## src/hw/rtl/tcw_pkg.sv

```systemverilog
// shared types, constants and helpers for the text console writer
package tcw_pkg;

  // screen geometry
  localparam int COLUMNS   = 80;
  localparam int ROWS      = 25;
  localparam int TAB_WIDTH = 8;
  localparam int CELLS     = COLUMNS * ROWS;

  // field widths
  localparam int COL_W  = 7;
  localparam int ROW_W  = 5;
  localparam int IDX_W  = 11;
  localparam int CHAR_W = 8;
  localparam int ATTR_W = 8;
  localparam int CELL_W = 16;

  // command queue depth
  localparam int QDEPTH = 2;

  // item kinds
  localparam logic [1:0] KIND_PUT   = 2'd0;
  localparam logic [1:0] KIND_CLEAR = 2'd1;
  localparam logic [1:0] KIND_READ  = 2'd2;

  // character codes
  localparam logic [CHAR_W-1:0] CH_BS       = 8'h08;
  localparam logic [CHAR_W-1:0] CH_TAB      = 8'h09;
  localparam logic [CHAR_W-1:0] CH_LF       = 8'h0A;
  localparam logic [CHAR_W-1:0] CH_CR       = 8'h0D;
  localparam logic [CHAR_W-1:0] CH_PRINT_LO = 8'h20;
  localparam logic [CHAR_W-1:0] CH_PRINT_HI = 8'h7F;
  localparam logic [CHAR_W-1:0] BLANK_CHAR  = 8'h20;

  // attribute after reset
  localparam logic [ATTR_W-1:0] RESET_ATTR = 8'h0F;

  // classified command handed from front to back
  typedef struct packed {
    logic              op_write;
    logic              op_scroll;
    logic              op_clear;
    logic              op_read;
    logic              read_ok;
    logic [IDX_W-1:0]  addr;
    logic [CHAR_W-1:0] chr;
    logic [COL_W-1:0]  col;
    logic [ROW_W-1:0]  row;
    logic [IDX_W-1:0]  loc;
  } tcw_cmd_t;

  // back end sequencer states
  typedef enum logic [2:0] {
    ST_IDLE,
    ST_EXEC,
    ST_READ,
    ST_SWEEP,
    ST_DRAIN
  } tcw_state_t;

  // linear cell index of a row and column
  function automatic logic [IDX_W-1:0] cell_loc(input logic [ROW_W-1:0] row,
                                                input logic [COL_W-1:0] col);
    logic [IDX_W-1:0] base;
    base = IDX_W'(row * COLUMNS);
    return base + IDX_W'(col);
  endfunction

endpackage

```

## src/hw/rtl/tcw_front.sv

```systemverilog
// front end: cursor tracking and classification of accepted words
module tcw_front import tcw_pkg::*; (
  input  logic              clk,
  input  logic              rst_n,
  input  logic              accept,
  input  logic [1:0]        kind,
  input  logic [CHAR_W-1:0] char_code,
  input  logic [IDX_W-1:0]  cell_index,
  output logic              push,
  output tcw_cmd_t          cmd
);

  logic [COL_W-1:0] col_r, col_nxt;
  logic [ROW_W-1:0] row_r, row_nxt;
  logic [7:0]       col_t;
  logic [5:0]       row_t;

  // decode the word and work out the cursor after it
  always_comb begin
    col_t = {1'b0, col_r};
    row_t = {1'b0, row_r};
    cmd   = '0;
    unique case (kind)
      KIND_PUT: begin
        if (char_code == CH_BS) begin
          if (col_r != '0) col_t = col_t - 8'd1;
        end else if (char_code == CH_TAB) begin
          col_t = 8'(col_t - (col_t % TAB_WIDTH) + TAB_WIDTH);
        end else if (char_code == CH_CR) begin
          col_t = '0;
        end else if (char_code == CH_LF) begin
          col_t = '0;
          row_t = row_t + 6'd1;
        end else if (char_code >= CH_PRINT_LO && char_code <= CH_PRINT_HI) begin
          cmd.op_write = 1'b1;
          cmd.addr     = cell_loc(row_r, col_r);
          col_t        = col_t + 8'd1;
        end
        // wrap to the next row
        if (col_t >= 8'(COLUMNS)) begin
          col_t = '0;
          row_t = row_t + 6'd1;
        end
        // past the last row scrolls
        if (row_t >= 6'(ROWS)) begin
          row_t         = 6'(ROWS - 1);
          cmd.op_scroll = 1'b1;
        end
      end
      KIND_CLEAR: begin
        col_t        = '0;
        row_t        = '0;
        cmd.op_clear = 1'b1;
      end
      KIND_READ: begin
        cmd.op_read = 1'b1;
        cmd.read_ok = (cell_index < IDX_W'(CELLS));
        cmd.addr    = cell_index;
      end
      default: begin
      end
    endcase
    cmd.chr = char_code;
    cmd.col = col_t[COL_W-1:0];
    cmd.row = row_t[ROW_W-1:0];
    cmd.loc = cell_loc(row_t[ROW_W-1:0], col_t[COL_W-1:0]);
    push    = accept;
    col_nxt = accept ? col_t[COL_W-1:0] : col_r;
    row_nxt = accept ? row_t[ROW_W-1:0] : row_r;
  end

  // cursor registers
  always_ff @(posedge clk) begin
    if (!rst_n) begin
      col_r <= '0;
      row_r <= '0;
    end else begin
      col_r <= col_nxt;
      row_r <= row_nxt;
    end
  end

  // cursor stays on the screen
  a_cursor_range: assert property (@(posedge clk) disable iff (!rst_n)
    col_r < COL_W'(COLUMNS) && row_r < ROW_W'(ROWS))
    else $error("cursor left the screen");

  // a clear homes the cursor
  a_clear_home: assert property (@(posedge clk) disable iff (!rst_n)
    accept && kind == KIND_CLEAR |=> col_r == '0 && row_r == '0)
    else $error("clear did not home the cursor");

  // cell writes stay inside the store
  a_write_addr: assert property (@(posedge clk) disable iff (!rst_n)
    push && cmd.op_write |-> cmd.addr < IDX_W'(CELLS))
    else $error("cell write outside the store");

endmodule

```

## config.mk

```make
export PLATFORM = sky130hd
export DESIGN_NAME = tcw_front
export DESIGN_NICKNAME = d
export VERILOG_FILES = /design/src/hw/rtl/tcw_pkg.sv /design/src/hw/rtl/tcw_front.sv
export SDC_FILE = /design/constraint.sdc
export NUM_CORES = 1
export LEC_CHECK = 0
export BUFFER_PORTS_ARGS = -buffer_cell sky130_fd_sc_hd__buf_2
export CORE_UTILIZATION = 54
export DETAILED_ROUTE_END_ITERATION = 16
export PLACE_DENSITY = 0.82
export REMOVE_ABC_BUFFERS = 1
export SLEW_MARGIN = 20
export SYNTH_ARGS = -nofsm -noshare
export SYNTH_HDL_FRONTEND = slang
export SYNTH_SLANG_ARGS = --single-unit
```

## constraint.sdc

```tcl
create_clock -name clk -period 5.3 [get_ports clk]
set_clock_uncertainty 0.2 [all_clocks]
set_input_delay 0.265 -clock clk [delete_from_list [all_inputs] [get_ports clk]]
set_output_delay 0.265 -clock clk [all_outputs]
set_load 0.01 [all_outputs]
```

After elaboration in Yosys (flattened, before gate mapping)
Index checks and enable logic that the tools add are counted.
W data, S select, Z words.
{"block": "word_totals", "out_inout_bits": 48, "reg_bits": 12, "input_bits": 24}
{"block": "op_classes", "n_addsub": 8, "reduce_logical": 3, "eq_ne": 6, "mux": 33, "n_mul": 2, "order_cmp": 5}
{"cell": "$mux W8", "count": 7}
{"cell": "$mux W11", "count": 5}
{"cell": "$mux W6", "count": 7}
{"cell": "$eq A8 B4 Y1 const B", "count": 4}
{"cell": "$add A11 B7 Y11", "count": 2}
{"cell": "$pmux W11 S2", "count": 1}
{"cell": "$mul A5 B3 Y7 const B", "count": 2}
{"cell": "$pmux W7 S2", "count": 1}
{"cell": "$lt A11 B11 Y1 const B", "count": 1}
{"cell": "$pmux W5 S2", "count": 1}
{"cell": "$add A7 B1 Y8 const B", "count": 1}
{"cell": "$add A8 B5 Y8 const B", "count": 1}
{"cell": "$ge A8 B6 Y1 const B", "count": 1}
{"cell": "$ge A8 B7 Y1 const B", "count": 1}
{"cell": "$le A8 B7 Y1 const B", "count": 1}
{"cell": "$sub A7 B1 Y8 const B", "count": 1}
{"cell": "$sub A7 B3 Y8", "count": 1}
{"cell": "$mux W1", "count": 7}
{"cell": "$mux W7", "count": 1}
{"cell": "$reduce_bool A7 Y1", "count": 1}
{"cell": "$add A5 B1 Y6 const B", "count": 1}
{"cell": "$add A6 B1 Y6 const B", "count": 1}
{"cell": "$ge A6 B5 Y1 const B", "count": 1}
{"cell": "$mux W5", "count": 1}
{"cell": "5 further kinds", "count": 6}

Depth between registers and ports, before layout
{"block": "logic_depth", "depth_word": 16, "mapped_depth": 22, "mapped_depth_nobuf": 20}

Least setup slack after synthesis
No wires, ideal clock.
{"block": "synth_timing", "path_type": "register to output", "from": "register col_r[1]", "to": "output port cmd[10] (netlist name)", "slack_ns": 0.118, "stages_incl_launch_ff": 20, "arrival_ns": 4.717, "n_path_buf": 1, "path_cell_list": "dfxtp_1 -> clkbuf_1 -> inv_1 -> ha_1 -> or3b_1 -> o221a_1 -> xnor2_1 -> a211oi_2 -> nor3_2 -> or4_1 -> and2_4 -> and3_4 -> o21ai_1 -> ha_1 -> ha_1 -> inv_1 -> fa_1 -> nor3_1 -> xor2_1 -> xnor2_1"}
{"item": "start, declared", "line_no": "tcw_front.sv:13", "text": "logic [COL_W-1:0] col_r, col_nxt;"}
{"item": "start signal, assigned", "line_no": "tcw_front.sv:78", "text": "col_r <= col_nxt;"}
{"item": "end, declared", "line_no": "tcw_front.sv:10", "text": "output tcw_cmd_t cmd"}

==> impl_metrics.py <==
metrics = {
    "drt": {
        "antenna_left": 0,
        "drc": 1,
        "dr.pass1.iters": 11,
        "vias_per_cell": 6.35,
        "wl_um": 8170,
        "wire_per_inst_um": 17.8,
        "drt_iter0_drc": 251,
        "vias": 2913,
    },
    "yosys": {
        "synth_top_family_by_area": "compound AO/OA/AOI/OAI gates",
        "synth.area.top_cells": "ha_1 (16%), dfxtp_1 (9.3%), xnor2_1 (6.4%), nand2_1 (4.6%), buf_4 (3.8%)",
        "yosysTopAreaCell": "ha_1",
        "synth_edf_count": 0,
        "synthArstFlopShare_pct": 0,
        "synth_seq_cells": 12,
        "syn_avg_cell_area_sq_um": 7.61,
        "ys.flop_type": "dfxtp_1",
        "yosysTopAreaCellShare_pct": 15.9,
        "synth_warnings": 0,
        "muxShareOfSynthArea_pct": 2.36,
        "synth_xor_area_share_pct": 9.79,
        "synth_seq_area_share_pct": 9.26,
        "synth_compound_area_share_pct": 25.6,
        "syn_inst": 341,
        "yosys.area_share.adder_pct": 19.0,
        "yosysUniqueCellTypes": 65,
        "synth-simple-area-share_pct": 24.7,
        "netlist_area_sq_um": 2590,
    },
    "final_layout": {
        "area_growth_pct": 26.0,
        "final_core_utilization_pct": 73.0,
        "mostFrequentLayoutCells": "buf_2 (71), nand2_1 (32), ha_1 (28)",
        "final_common_cell": "buf_2",
        "multi_input_area_sq_um": 2330,
        "regArea_sq_um": 244,
        "nFillCells": 328,
        "final_nets": 470,
        "diodes": 0,
        "drive_above_1_share_pct": 36.4,
    },
    "placement": {
        "gp_congestion": 0.950,
        "hpwl_um": 5650,
        "portBuffers": 71,
        "pre_cts_ws_ns": 0.0423,
    },
    "clocking": {
        "cts_num_sinks": 12,
        "clk_pin_slew_ns": 0.06,
        "clock_path_buffers": 2,
        "cts_buffers": 3,
        "clk_latency_ns": 0.24,
        "cts_hold_buf": 0,
        "root_buffer": "clkbuf_8",
        "h-tree-depth": 1,
        "cts_tree": "yes",
    },
    "critical_path": {
        "crit_path_end_kind": "primary output",
        "slowest_stage": "fa_1",
        "start_kind": "flip-flop",
        "path_cells": "inv_2 -> ha_4 -> or3b_4 -> o221a_1 -> xnor2_1 -> a211oi_2 -> nor3_4 -> buf_4 -> nor2_2 -> mux2i_1 -> and3_4 -> o41ai_4 -> buf_4 -> buf_4 -> ha_1 -> fa_1 -> a21o_1 -> nand2_1 -> nor3_2 -> xor2_1 -> xnor2_1 -> buf_2",
        "slowest_delay_ns": 0.41,
        "worst-path-buf-inv": 5,
        "cp_data_arrival_time_ns": 4.82,
        "worstSetupPathType": "flip-flop to primary output",
        "crit_fanout": 5,
        "worst_ep_required_time_ns": 4.84,
        "crit_path_frequent_cell": "buf_4",
        "crit_family": "simple AND/OR/NAND/NOR gates",
    },
    "sta": {
        "post-route-period-util_pct": 99.7,
        "final-max-slew-violation-count": 0,
        "period_needed_ns": 5.29,
        "setup-violations-final": 0,
        "setup_slack_ns": 0.0145,
        "relSlewSlack_pct": 60.1,
        "finalSetupTns_ns": 0,
        "finalHoldViolCount": 0,
        "worst_pin_slew_ns": 0.597,
        "max_clock_freq_mhz": 189,
        "grt_setup_unrepaired": "true",
    },
    "global_route": {
        "grt_pass1_vias": 2595,
        "grt_pass1_wl_um": 11900,
        "antenna_found_initial": 0,
        "grt_max_degree": 29,
        "grt_overflow_total": 0,
        "grtUsageTotal_pct": 29.0,
    },
    "power": {
        "p_clk_share_pct": 28.1,
        "cellPowerDensity_nw_per_um2": 95.1,
        "swShare_pct": 36.9,
        "p_int_uw": 196,
        "ir_drop_uv": 98.6,
        "combinationalPowerShare_pct": 41.9,
        "p_switching_uw": 115,
        "power_leakage_uw": 0.00158,
        "p_seq_share_pct": 30.0,
        "power.total_uw": 311,
    },
    "status": {
        "violations": "design-rule violations",
        "outcome": "complete, but fails checks",
    },
    "floorplanning": {
        "coreArea_sq_um": 4470,
        "fp.dieH_um": 71.3,
        "start_util_pct": 58.0,
        "ios": 72,
        "die_w_um": 71.3,
        "die_area_sq_um": 5080,
        "row_count": 24,
    },
    "job": {
        "drv_cap": 0,
    },
    "hold_path": {
        "hold_class": "input port to flip-flop",
    },
}
-- final cells by class --
class	count	area share, %
flip-flops and latches	12	7.47
multi-input cells	280	71.3
repair buffers	92	15.7
inverters	20	2.30
well taps	52	1.99
clock buffers	3	1.26
-- metrics by stage --
step	cell area, sq um	hold WS [ns]	std cells
finish	3270	0.144	459
global route	3270	0.130	459
CTS	3020	0.134	451
detailed placement	2950	0.362	448
global placement	2950	0.351	448
floorplan	2430	0.198	312
-- cell usage after synthesis (all sizes together) (7+ instances only) --
master / number
ha: 33
nand2: 32
nor2: 22
inv: 19
xnor2: 19
o21ai: 18
a21oi: 17
buf: 16
clkbuf: 13
dfxtp: 12
a22o: 11
nor3: 11
xor2: 10
or3: 8
a211oi: 7
a31oi: 7
nand3: 7
-- path summary, 6_finish.rpt --
path	startpoint	endpoint	slack [ns]	cells after the start
worst max-delay path	col_r[1]	cmd[10]	0.01	22
worst min-delay path	rst_n	col_r[5]	0.14	2
worst max register to register	col_r[1]	row_r[2]	1.92	13
worst min register to register	col_r[3]	col_r[3]	0.37	2
-- power groups by stage --
stage / sequential (uW) / combinational [uW] / clock [uW]
6_report: 93.1 / 130 / 87.3
5_1_grt: 93.3 / 140 / 92.1
4_1_cts: 92.8 / 112 / 87.9
3_5_place_dp: 94.7 / 111 / 0
3_3_place_gp: 94.6 / 108 / 0
2_1_floorplan: 97.0 / 58.9 / 0
-- worst reg2reg max path: cells and delay by family, from the launching register on --
| kind | cells | cell delay [ns] |
|---|---|---|
| buffers and inverters | 3 | 0.41 |
| AOI/OAI and AO/OA | 3 | 0.69 |
| DFF | 1 | 0.33 |
| xor gates and xnor gates | 2 | 0.35 |
| and+or+nand+nor | 4 | 1.15 |
| adders and majority gates | 1 | 0.15 |
-- flip-flops by register name, summed over array words and instances, names as in the netlist --
signal / cells
row_r: 5
col_r: 7
-- per-layer routing --
metal,vias up,GRT usage (%),part of all wire [%]
met1,1367,37.0,41
met2,160,51.2,50
met5,-,0,0
met3,35,3.80,5.9
li1,1351,-,-
met4,0,8.00,2.8
-- what timing repair did --
action,4_1_cts,5_1_grt
pin swaps,1,18
setup endpoints to repair,2,2
resized for setup,6,38
setup buffers,0,8
-- kinds of logic after synthesis --
kind of cell               count (synthesis)
xor gates and xnor gates                  29
buffers and inverters                     49
DFF                                       12
muxes                                      6
adders and majority gates                 37
AOI/OAI and AO/OA                         90
and+or+nand+nor                          118
Note: power is estimated with default switching activity, not from simulation.
