[config.mk]
export PLATFORM = sky130hd
export DESIGN_NAME = tcw_queue
export DESIGN_NICKNAME = d
export VERILOG_FILES = /design/src/hw/rtl/tcw_pkg.sv /design/src/hw/rtl/tcw_queue.sv
export SDC_FILE = /design/constraint.sdc
export NUM_CORES = 1
export LEC_CHECK = 0
export ABC_AREA = 1
export ABC_CLOCK_PERIOD_IN_PS = 5430
export BUFFER_PORTS_ARGS = -buffer_cell sky130_fd_sc_hd__buf_2
export CAP_MARGIN = 40
export CORE_ASPECT_RATIO = 0.5
export CORE_MARGIN = 4
export CORE_UTILIZATION = 40
export CTS_CLUSTER_SIZE = 12
export DETAILED_ROUTE_END_ITERATION = 10
export PLACE_DENSITY_LB_ADDON = 0.15
export SLEW_MARGIN = 15
export SYNTH_ARGS = -nofsm -noshare
export SYNTH_HDL_FRONTEND = slang
export SYNTH_SLANG_ARGS = --single-unit
[constraint.sdc]
create_clock -name clk -period 5.43 [get_ports clk]
set_clock_uncertainty 0.05 [all_clocks]
set_input_delay 0.543 -clock clk [delete_from_list [all_inputs] [get_ports clk]]
set_output_delay 0.543 -clock clk [all_outputs]
set_load 0.03 [all_outputs]
[src/hw/rtl/tcw_pkg.sv]
// shared types, constants and helpers for the text console writer
package tcw_pkg;

  // screen geometry
  localparam int COLUMNS   = 80;
  localparam int ROWS      = 25;
  localparam int TAB_WIDTH = 8;
  localparam int CELLS     = COLUMNS * ROWS;

  // field widths
  localparam int COL_W  = 7;
  localparam int ROW_W  = 5;
  localparam int IDX_W  = 11;
  localparam int CHAR_W = 8;
  localparam int ATTR_W = 8;
  localparam int CELL_W = 16;

  // command queue depth
  localparam int QDEPTH = 2;

  // item kinds
  localparam logic [1:0] KIND_PUT   = 2'd0;
  localparam logic [1:0] KIND_CLEAR = 2'd1;
  localparam logic [1:0] KIND_READ  = 2'd2;

  // character codes
  localparam logic [CHAR_W-1:0] CH_BS       = 8'h08;
  localparam logic [CHAR_W-1:0] CH_TAB      = 8'h09;
  localparam logic [CHAR_W-1:0] CH_LF       = 8'h0A;
  localparam logic [CHAR_W-1:0] CH_CR       = 8'h0D;
  localparam logic [CHAR_W-1:0] CH_PRINT_LO = 8'h20;
  localparam logic [CHAR_W-1:0] CH_PRINT_HI = 8'h7F;
  localparam logic [CHAR_W-1:0] BLANK_CHAR  = 8'h20;

  // attribute after reset
  localparam logic [ATTR_W-1:0] RESET_ATTR = 8'h0F;

  // classified command handed from front to back
  typedef struct packed {
    logic              op_write;
    logic              op_scroll;
    logic              op_clear;
    logic              op_read;
    logic              read_ok;
    logic [IDX_W-1:0]  addr;
    logic [CHAR_W-1:0] chr;
    logic [COL_W-1:0]  col;
    logic [ROW_W-1:0]  row;
    logic [IDX_W-1:0]  loc;
  } tcw_cmd_t;

  // back end sequencer states
  typedef enum logic [2:0] {
    ST_IDLE,
    ST_EXEC,
    ST_READ,
    ST_SWEEP,
    ST_DRAIN
  } tcw_state_t;

  // linear cell index of a row and column
  function automatic logic [IDX_W-1:0] cell_loc(input logic [ROW_W-1:0] row,
                                                input logic [COL_W-1:0] col);
    logic [IDX_W-1:0] base;
    base = IDX_W'(row * COLUMNS);
    return base + IDX_W'(col);
  endfunction

endpackage

[src/hw/rtl/tcw_queue.sv]
// two-entry command queue between front and back
module tcw_queue import tcw_pkg::*; (
  input  logic     clk,
  input  logic     rst_n,
  input  logic     push,
  input  tcw_cmd_t push_cmd,
  input  logic     pop,
  output logic     valid,
  output logic     full,
  output tcw_cmd_t head_cmd
);

  localparam int PTR_W = $clog2(QDEPTH);
  localparam int CNT_W = $clog2(QDEPTH + 1);

  tcw_cmd_t          ent_r [QDEPTH];
  logic [PTR_W-1:0]  wp_r, wp_nxt;
  logic [PTR_W-1:0]  rp_r, rp_nxt;
  logic [CNT_W-1:0]  cnt_r, cnt_nxt;

  // pointer and count update
  always_comb begin
    valid    = (cnt_r != '0);
    full     = (cnt_r == CNT_W'(QDEPTH));
    head_cmd = ent_r[rp_r];
    wp_nxt   = push ? PTR_W'(wp_r + 1'b1) : wp_r;
    rp_nxt   = pop ? PTR_W'(rp_r + 1'b1) : rp_r;
    cnt_nxt  = cnt_r;
    if (push && !pop) cnt_nxt = cnt_r + 1'b1;
    else if (pop && !push) cnt_nxt = cnt_r - 1'b1;
  end

  // control registers
  always_ff @(posedge clk) begin
    if (!rst_n) begin
      wp_r  <= '0;
      rp_r  <= '0;
      cnt_r <= '0;
    end else begin
      wp_r  <= wp_nxt;
      rp_r  <= rp_nxt;
      cnt_r <= cnt_nxt;
    end
  end

  // entry storage
  always_ff @(posedge clk) begin
    if (push) ent_r[wp_r] <= push_cmd;
  end

endmodule

Yosys cells after proc, flatten, opt, wreduce, memory -nomap -nowiden:

Memories as Yosys holds them, arrays and structs flattened. A register that Yosys moved wholly into a read port is not among the register bits.
Index checks and enable logic that the tools add are counted.

* register bits after elaboration: 4
* bits in writable memories: 94
* input bits: 51
* output and inout port bits: 49
* word-level logic and storage cells: 21
* memories kept: 1

Memory list
* ent_r: words 2, bits a word 47, rd ports 1, clocked after memory_dff 1, write ports 1, line tcw_queue.sv:16 `tcw_cmd_t ent_r [QDEPTH];`

* add/sub/neg operators: 4
* eq/ne operators: 1
* muxes and demuxes: 6
* reduce and logical (&&, ||, !) cells: 6

Operator list (number)
* 1-bit 2-to-1 mux: 4
* 2-bit 2-to-1 mux: 2
* 2-bit nonzero test: 2
* 1-bit adder, second input constant: 2
* 2-bit by 1-bit adder with 2-bit output, second input constant: 1
* 2-bit == test, second input constant: 1
* 1-bit logical AND: 2
* 1-bit logical NOT: 2
* 2-bit by 1-bit subtractor with 2-bit output, second input constant: 1

Depth between registers and ports, before layout:

Gate-level depths: netlist (run 1).

* depth after elaboration: 4
* mapped depth: 8
* gate-level depth less buffers: 8

Least setup slack after synthesis (run 1):

OpenSTA, ideal clock, no wires.

* path type: input -> register
* start point: input push
* end point: memory ent_r[0][0] in the netlist's numbering, enable pin
* library setup time: 0.453 ns
* arrival: 2.558 ns
* required time: 4.927 ns
* setup slack: 2.369 ns
* stages on the path: 2
* path buffers: 0
* cells stage by stage: inv_1 nor2_1

* cells in the longest elaborated chain, start to end: 2

RTL lines
* start: declaration: line tcw_queue.sv:5 `input logic push,`
* 1-bit 2-to-1 mux: line tcw_queue.sv:48 `if (push) ent_r[wp_r] <= push_cmd;`
* 1-bit 2-to-1 mux (implied by the code): line tcw_queue.sv:48
* end: declaration: line tcw_queue.sv:16

Every way passes these cells.

==> impl_metrics.yaml, run 1 <==
routing:
  vias_per_cell: 4.564
  drtPass1Iterations: 2
  detail-route-antenna-nets: 0
  wl_per_cell_um: 15.26
  vias: 1876
  drt-initial-drc-count: 79
  totalWireLength_um: 6270
  drc: 0
setup_path:
  cp_max_fo: 26
  required_ns: 4.84
  critPathTopFamily: "flip-flops"
  max_stage_delay_ns: 0.77
  worst-path-buf-inv: 2
  slowest_stage: "dfxtp_2"
  setup.worst_path.start_class: "flip-flop"
  cp.arrival_ns: 2.20
  critPathCaptureType: "primary output"
  r2r_start: "wp_r$_SDFFE_PN0P_"
  path_cells: "buf_4 > mux2_2 > buf_2"
  crit_type: "reg -> out"
finish:
  area_growth_pct: 24.01
  instances_no_fill: 411
  drive_gt1_share_pct: 55.78
  diodes: 0
  fin_nets: 341
placement:
  dp.final_hpwl_um: 4418
  gp_congestion: 0.6764
  io_buffers: 99
  dp.cells: 395
grt:
  grt_pass1_vias: 2053
  antenna_found_initial: 0
  grt-ovfl-total: 0
  grt.total_usage_pct: 11.98
  grt_max_degree: 39
  grt_pass1_wl_um: 9818
timing:
  hold_viol_final: 0
  report.final.slew_viol_count: 0
  hold_ws_ns: 0.3449
  fmax_ghz: 0.3585
  worst_slew_pin_slew_ns: 0.6825
  post-route-period-util_pct: 51.37
  post-route-min-period_ns: 2.789
  tns_ns: 0
  finalSetupViolations: 0
  rsz0062_at_grt: "no"
  slew_headroom_pct: 54.50
synthesis:
  syn-num-nets: 233
  synth_warnings: 0
  ys_seq_area_share_pct: 78.10
  syn_area_per_cell_um2: 20.68
  ys_types: 14
  synth_cells: 181
  ys_seq_elements: 99
  syn-cell-area_mm2: 0.003742
clock_network:
  tritoncts: "yes"
  cts-buffers-inserted: 9
  cts.sinks: 99
  cts_root_buffer: "clkbuf_16"
  max-clock-path-buffers: 2
  post-cts-setup-buffers: 0
  insertion_delay_ns: 0.33
  cts-resized-gates: 0
  clk_pin_slew_ns: 0.06
  hold_buffers: 0
  h-tree-depth: 3
run:
  cap_violations: 0
min_path:
  hold_class: "in -> reg"
  hold_start: "push_cmd[44]"
floorplanning:
  initial_core_util_pct: 41.96
  fp.dieW_um: 144.8
  pin_count: 100
  core_area_mm2: 0.008919
  rows: 24
  die_h_um: 76.40
  dieArea_mm2: 0.01106
run_status:
  outcome: "completed"
power_and_ir_drop:
  p_leak_nw: 1.835
  ir_drop_v: 0.0001810
  p_per_area_mw_per_mm2: 359.4
-- sequential cells by signal, summed over array words and instances (netlist names), named ones only --
name,flops
cnt_r,2
ent_r,94
rp_r,1
wp_r,1
-- path summary, 6_finish.rpt --
kind	to	slack [ns]	cells after the start
worst max-delay path	head_cmd[39]	2.64	3
worst min-delay path	ent_r[1][44]$_DFFE_PP_	0.34	1
worst max register to register	ent_r[0][13]$_DFFE_PP_	3.85	2
worst min register to register	rp_r$_SDFFE_PN0P_	0.47	2
-- synthesized netlist by cell type, drive strengths merged --
| library cell | number | area [µm²] |
|---|---|---|
| mux2 | 47 | 641.9 |
| edfxtp | 94 | 2823 |
| inv | 8 | 30.03 |
| nand3 | 1 | 5.000 |
| nor2 | 8 | 30.03 |
| nand2 | 9 | 33.78 |
| o21ai | 1 | 5.000 |
| ha | 1 | 12.51 |
| a21oi | 1 | 5.000 |
| dfxtp | 5 | 100.1 |
| buf | 5 | 50.04 |
| nand4 | 1 | 6.260 |
-- per-layer routing --
metal  up-vias  global-route usage (%)  wire (µm)
li1        906                       -          -
met1       904                   12.86       2511
met2        54                   21.09       3280
met3        12                   4.828        380
met4         0                   4.469         97
met5         -                       0          0
-- where the power goes --
part / switching [W] / leakage, nW / internal (W)
Sequential: 0.0000165 / 0.924 / 0.000882
Clock: 0.000247 / 0.117 / 0.000307
Combinational: 0.000130 / 0.794 / 0.0000847
-- cell usage in the layout (no fill, tap or decap) --
master,synthesis,final
inv_1,8,7
ha_1,1,1
nand2_1,9,9
o21ai_0,1,1
edfxtp_1,94,94
mux2_2,17,17
nand3_1,1,1
a21oi_1,1,1
clkinv_1,0,2
clkbuf_1,0,2
inv_2,0,1
dfxtp_1,5,4
buf_2,1,99
buf_4,0,2
clkbuf_16,0,9
nor2_4,0,1
buf_12,0,1
nand4_1,1,1
mux2_4,30,30
dfxtp_2,0,1
clkinvlp_4,0,3
nor2_1,8,7
-- cell type report --
type / count / area (µm²)
well taps: 117 / 146.4
clock buffers: 11 / 232.7
multi-input cells: 69 / 747.0
fillers: 751 / 4278
inverters: 8 / 30.03
clock inverters: 5 / 30.03
repair buffers: 102 / 530.5
flip-flops and latches: 99 / 2924
-- kinds of logic (layout without fill, tap and decap cells) --
logic type | count (synthesis) | count (layout) | synth area share (%)
and+or+nand+nor | 19 | 19 | 2.006
AOI/OAI and AO/OA | 2 | 2 | 0.2672
adders and majority gates | 1 | 1 | 0.3343
buffers and inverters | 13 | 126 | 2.140
DFF | 99 | 99 | 78.10
muxes | 47 | 47 | 17.15
-- metrics by stage --
stage / utilization [%] / worst slack [ns] / area, µm² / total power [W]
3_5_place_dp: 49.09 / 2.958 / 4378 / 0.001135
3_3_place_gp: 48.86 / 3.007 / 4358 / 0.001127
6_report: 52.03 / 2.641 / 4641 / 0.001668
2_1_floorplan: - / 2.369 / 3742 / 0.001066
4_1_cts: 52.03 / 2.582 / 4641 / 0.001696
5_1_grt: 52.03 / 2.518 / 4641 / 0.001746
Power figures use the tool's default switching activity.
==> run 2, diff against run 1 <==
ABC_CLOCK_PERIOD_IN_PS = 2500   (was 5430)
clock period = 2.5 ns   (was 5.43 ns; I/O delays follow)
==> run 2 against run 1 <==
Net effect: combinational power rose by 130%; total power rose by 130%; worst setup slack worse by 2.0 ns; largest cell class unchanged; largest power group unchanged; highest routed layer unchanged.
==> impl_metrics.yaml, run 2 (synthesis gave the netlist of run 1 again) <==
run_status:
  outcome: "completed"
setup_path:
  max_stage_delay_ns: 0.38
  cp_max_fo: 23
  slowest_stage: "mux2_2"
  setup.worst_path.start_class: "flip-flop"
  critPathCaptureType: "primary output"
  r2r_start: "wp_r$_SDFFE_PN0P_"
  worst-path-buf-inv: 2
  crit_cells: 3
  required_ns: 2.20
  path_cells: "buf_4 > mux2_2 > buf_2"
  cp.arrival_ns: 1.59
  rrSetupSlack_ns: 0.94
  crit_type: "reg -> out"
  r2r_end: "ent_r[1][9]$_DFFE_PP_"
  r2r_cells: 3
  critPathTopFamily: "buffers and inverters"
clock_network:
  cts-buffers-inserted: 9
  cts-resized-gates: 0
  hold_buffers: 0
  insertion_delay_ns: 0.34
  cts_root_buffer: "clkbuf_16"
  cts.sinks: 99
  clk_pin_slew_ns: 0.06
  tritoncts: "yes"
  post-cts-setup-buffers: 0
  h-tree-depth: 3
  max-clock-path-buffers: 2
routing:
  drc: 0
  vias_per_cell: 4.617
  totalWireLength_um: 6458
  drtPass1Iterations: 4
  vias: 1907
  drt-initial-drc-count: 91
  wl_per_cell_um: 15.64
  detail-route-antenna-nets: 0
floorplanning:
  initial_core_util_pct: 41.96
  dieArea_mm2: 0.01106
  die_h_um: 76.40
  pin_count: 100
  core_area_mm2: 0.008919
  fp.dieW_um: 144.8
  rows: 24
timing:
  slew_headroom_pct: 61.06
  post-route-period-util_pct: 75.65
  tns_ns: 0
  report.final.slew_viol_count: 0
  finalSetupViolations: 0
  post-route-min-period_ns: 1.891
  hold_viol_final: 0
  rsz0062_at_grt: "no"
  setup_ws_ns: 0.6087
  fmax_ghz: 0.5287
  worst_slew_pin_slew_ns: 0.5832
min_path:
  hold_class: "in -> reg"
  holdPathEnd: "ent_r[1][44]$_DFFE_PP_"
  min_path_cells: 1
  hold_start: "push_cmd[44]"
power_and_ir_drop:
  ir_drop_v: 0.0004287
  total_power_w: 0.003759
  p_leak_nw: 1.860
  p_per_area_mw_per_mm2: 802.0
finish:
  top_regs: "ent_r x94, cnt_r x2"
  diodes: 0
  final_common_cell: "buf_2"
  layout_common_cells: "99 x buf_2, 94 x edfxtp_1, 30 x mux2_4, 17 x mux2_2"
  seq_area_mm2: 0.002924
  area_growth_pct: 25.24
  largest_reg_flops: 94
  fin_nets: 343
  multi_input_area_um2: 747.0
  drive_gt1_share_pct: 57.09
  regMostFlops: "ent_r"
  fillCellCount: 744
  finalInstanceArea_mm2: 0.004687
grt:
  grt_pass1_vias: 2138
  antenna_found_initial: 0
  grt_pass1_wl_um: 10320
  grt_max_degree: 26
  grt.total_usage_pct: 12.46
  grt-ovfl-total: 0
placement:
  gp_congestion: 0.6613
  dp.final_hpwl_um: 4514
  io_buffers: 99
  dp_slack_ns: 0.9075
  dpl_cell_area_mm2: 0.004393
run:
  cap_violations: 0
-- run 2: changes by cell type in the layout (fill, tap and decap cells not counted), sizes merged --
cell,change
buf,+2
bufinv,+1
clkbuf,-2
clkinvlp,+1
-- run 2: worst max-delay path by stage --
stage	startpoint	end	slack, ns
final	flip-flop	head_cmd[31]	0.61
after global routing	flip-flop	head_cmd[31]	0.51
after CTS	flip-flop	head_cmd[31]	0.57
after detailed placement	wp_r$_SDFFE_PN0P_	ent_r[1][13]$_DFFE_PP_	0.91
after global placement	wp_r$_SDFFE_PN0P_	ent_r[1][7]$_DFFE_PP_	0.94
after floorplan	wp_r$_SDFFE_PN0P_	ent_r[0][0]$_DFFE_PP_	0.48
-- run 2: area by class of cell --
| cell class | count | area share (%) |
|---|---|---|
| Clock inverter | 7 | 1.468 |
| Clock buffer | 9 | 4.805 |
| Multi-Input combinational cell | 69 | 15.94 |
| Sequential cell | 99 | 62.39 |
| Timing Repair Buffer | 104 | 11.64 |
| Inverter | 8 | 0.6407 |
| Tap cell | 117 | 3.123 |
-- run 2: through the flow --
step           util [%]  hold slack (ns)  std cells
6_report          52.55          0.04695        413
5_1_grt           52.55          0.02900        413
4_1_cts           52.55          0.03335        413
3_5_place_dp      49.26           0.3914        397
3_3_place_gp      49.26           0.3875        397
2_1_floorplan         -           0.2989        181
-- run 2: per-layer routing --
metal / global-route usage [%] / up-vias / part of all wire, %
met3: 5.831 / 9 / 6.3
met4: 3.631 / 0 / 1.1
met1: 13.57 / 942 / 39
met2: 21.65 / 48 / 54
li1: - / 908 / -
met5: 0 / - / 0
-- run 2: worst reg2reg max path: stages, from the launching register on --
cell and delay, ns:
dfxtp_1 0.39, nand2_1 0.10, inv_2 0.44, buf_12 0.27
-- run 2: power breakdown --
group / leakage (nW) / internal, W / total, W / switching [W]
sequential: 0.924 / 0.00192 / 0.00194 / 0.0000220
combinational: 0.804 / 0.000187 / 0.000487 / 0.000300
clock: 0.131 / 0.000769 / 0.00134 / 0.000567
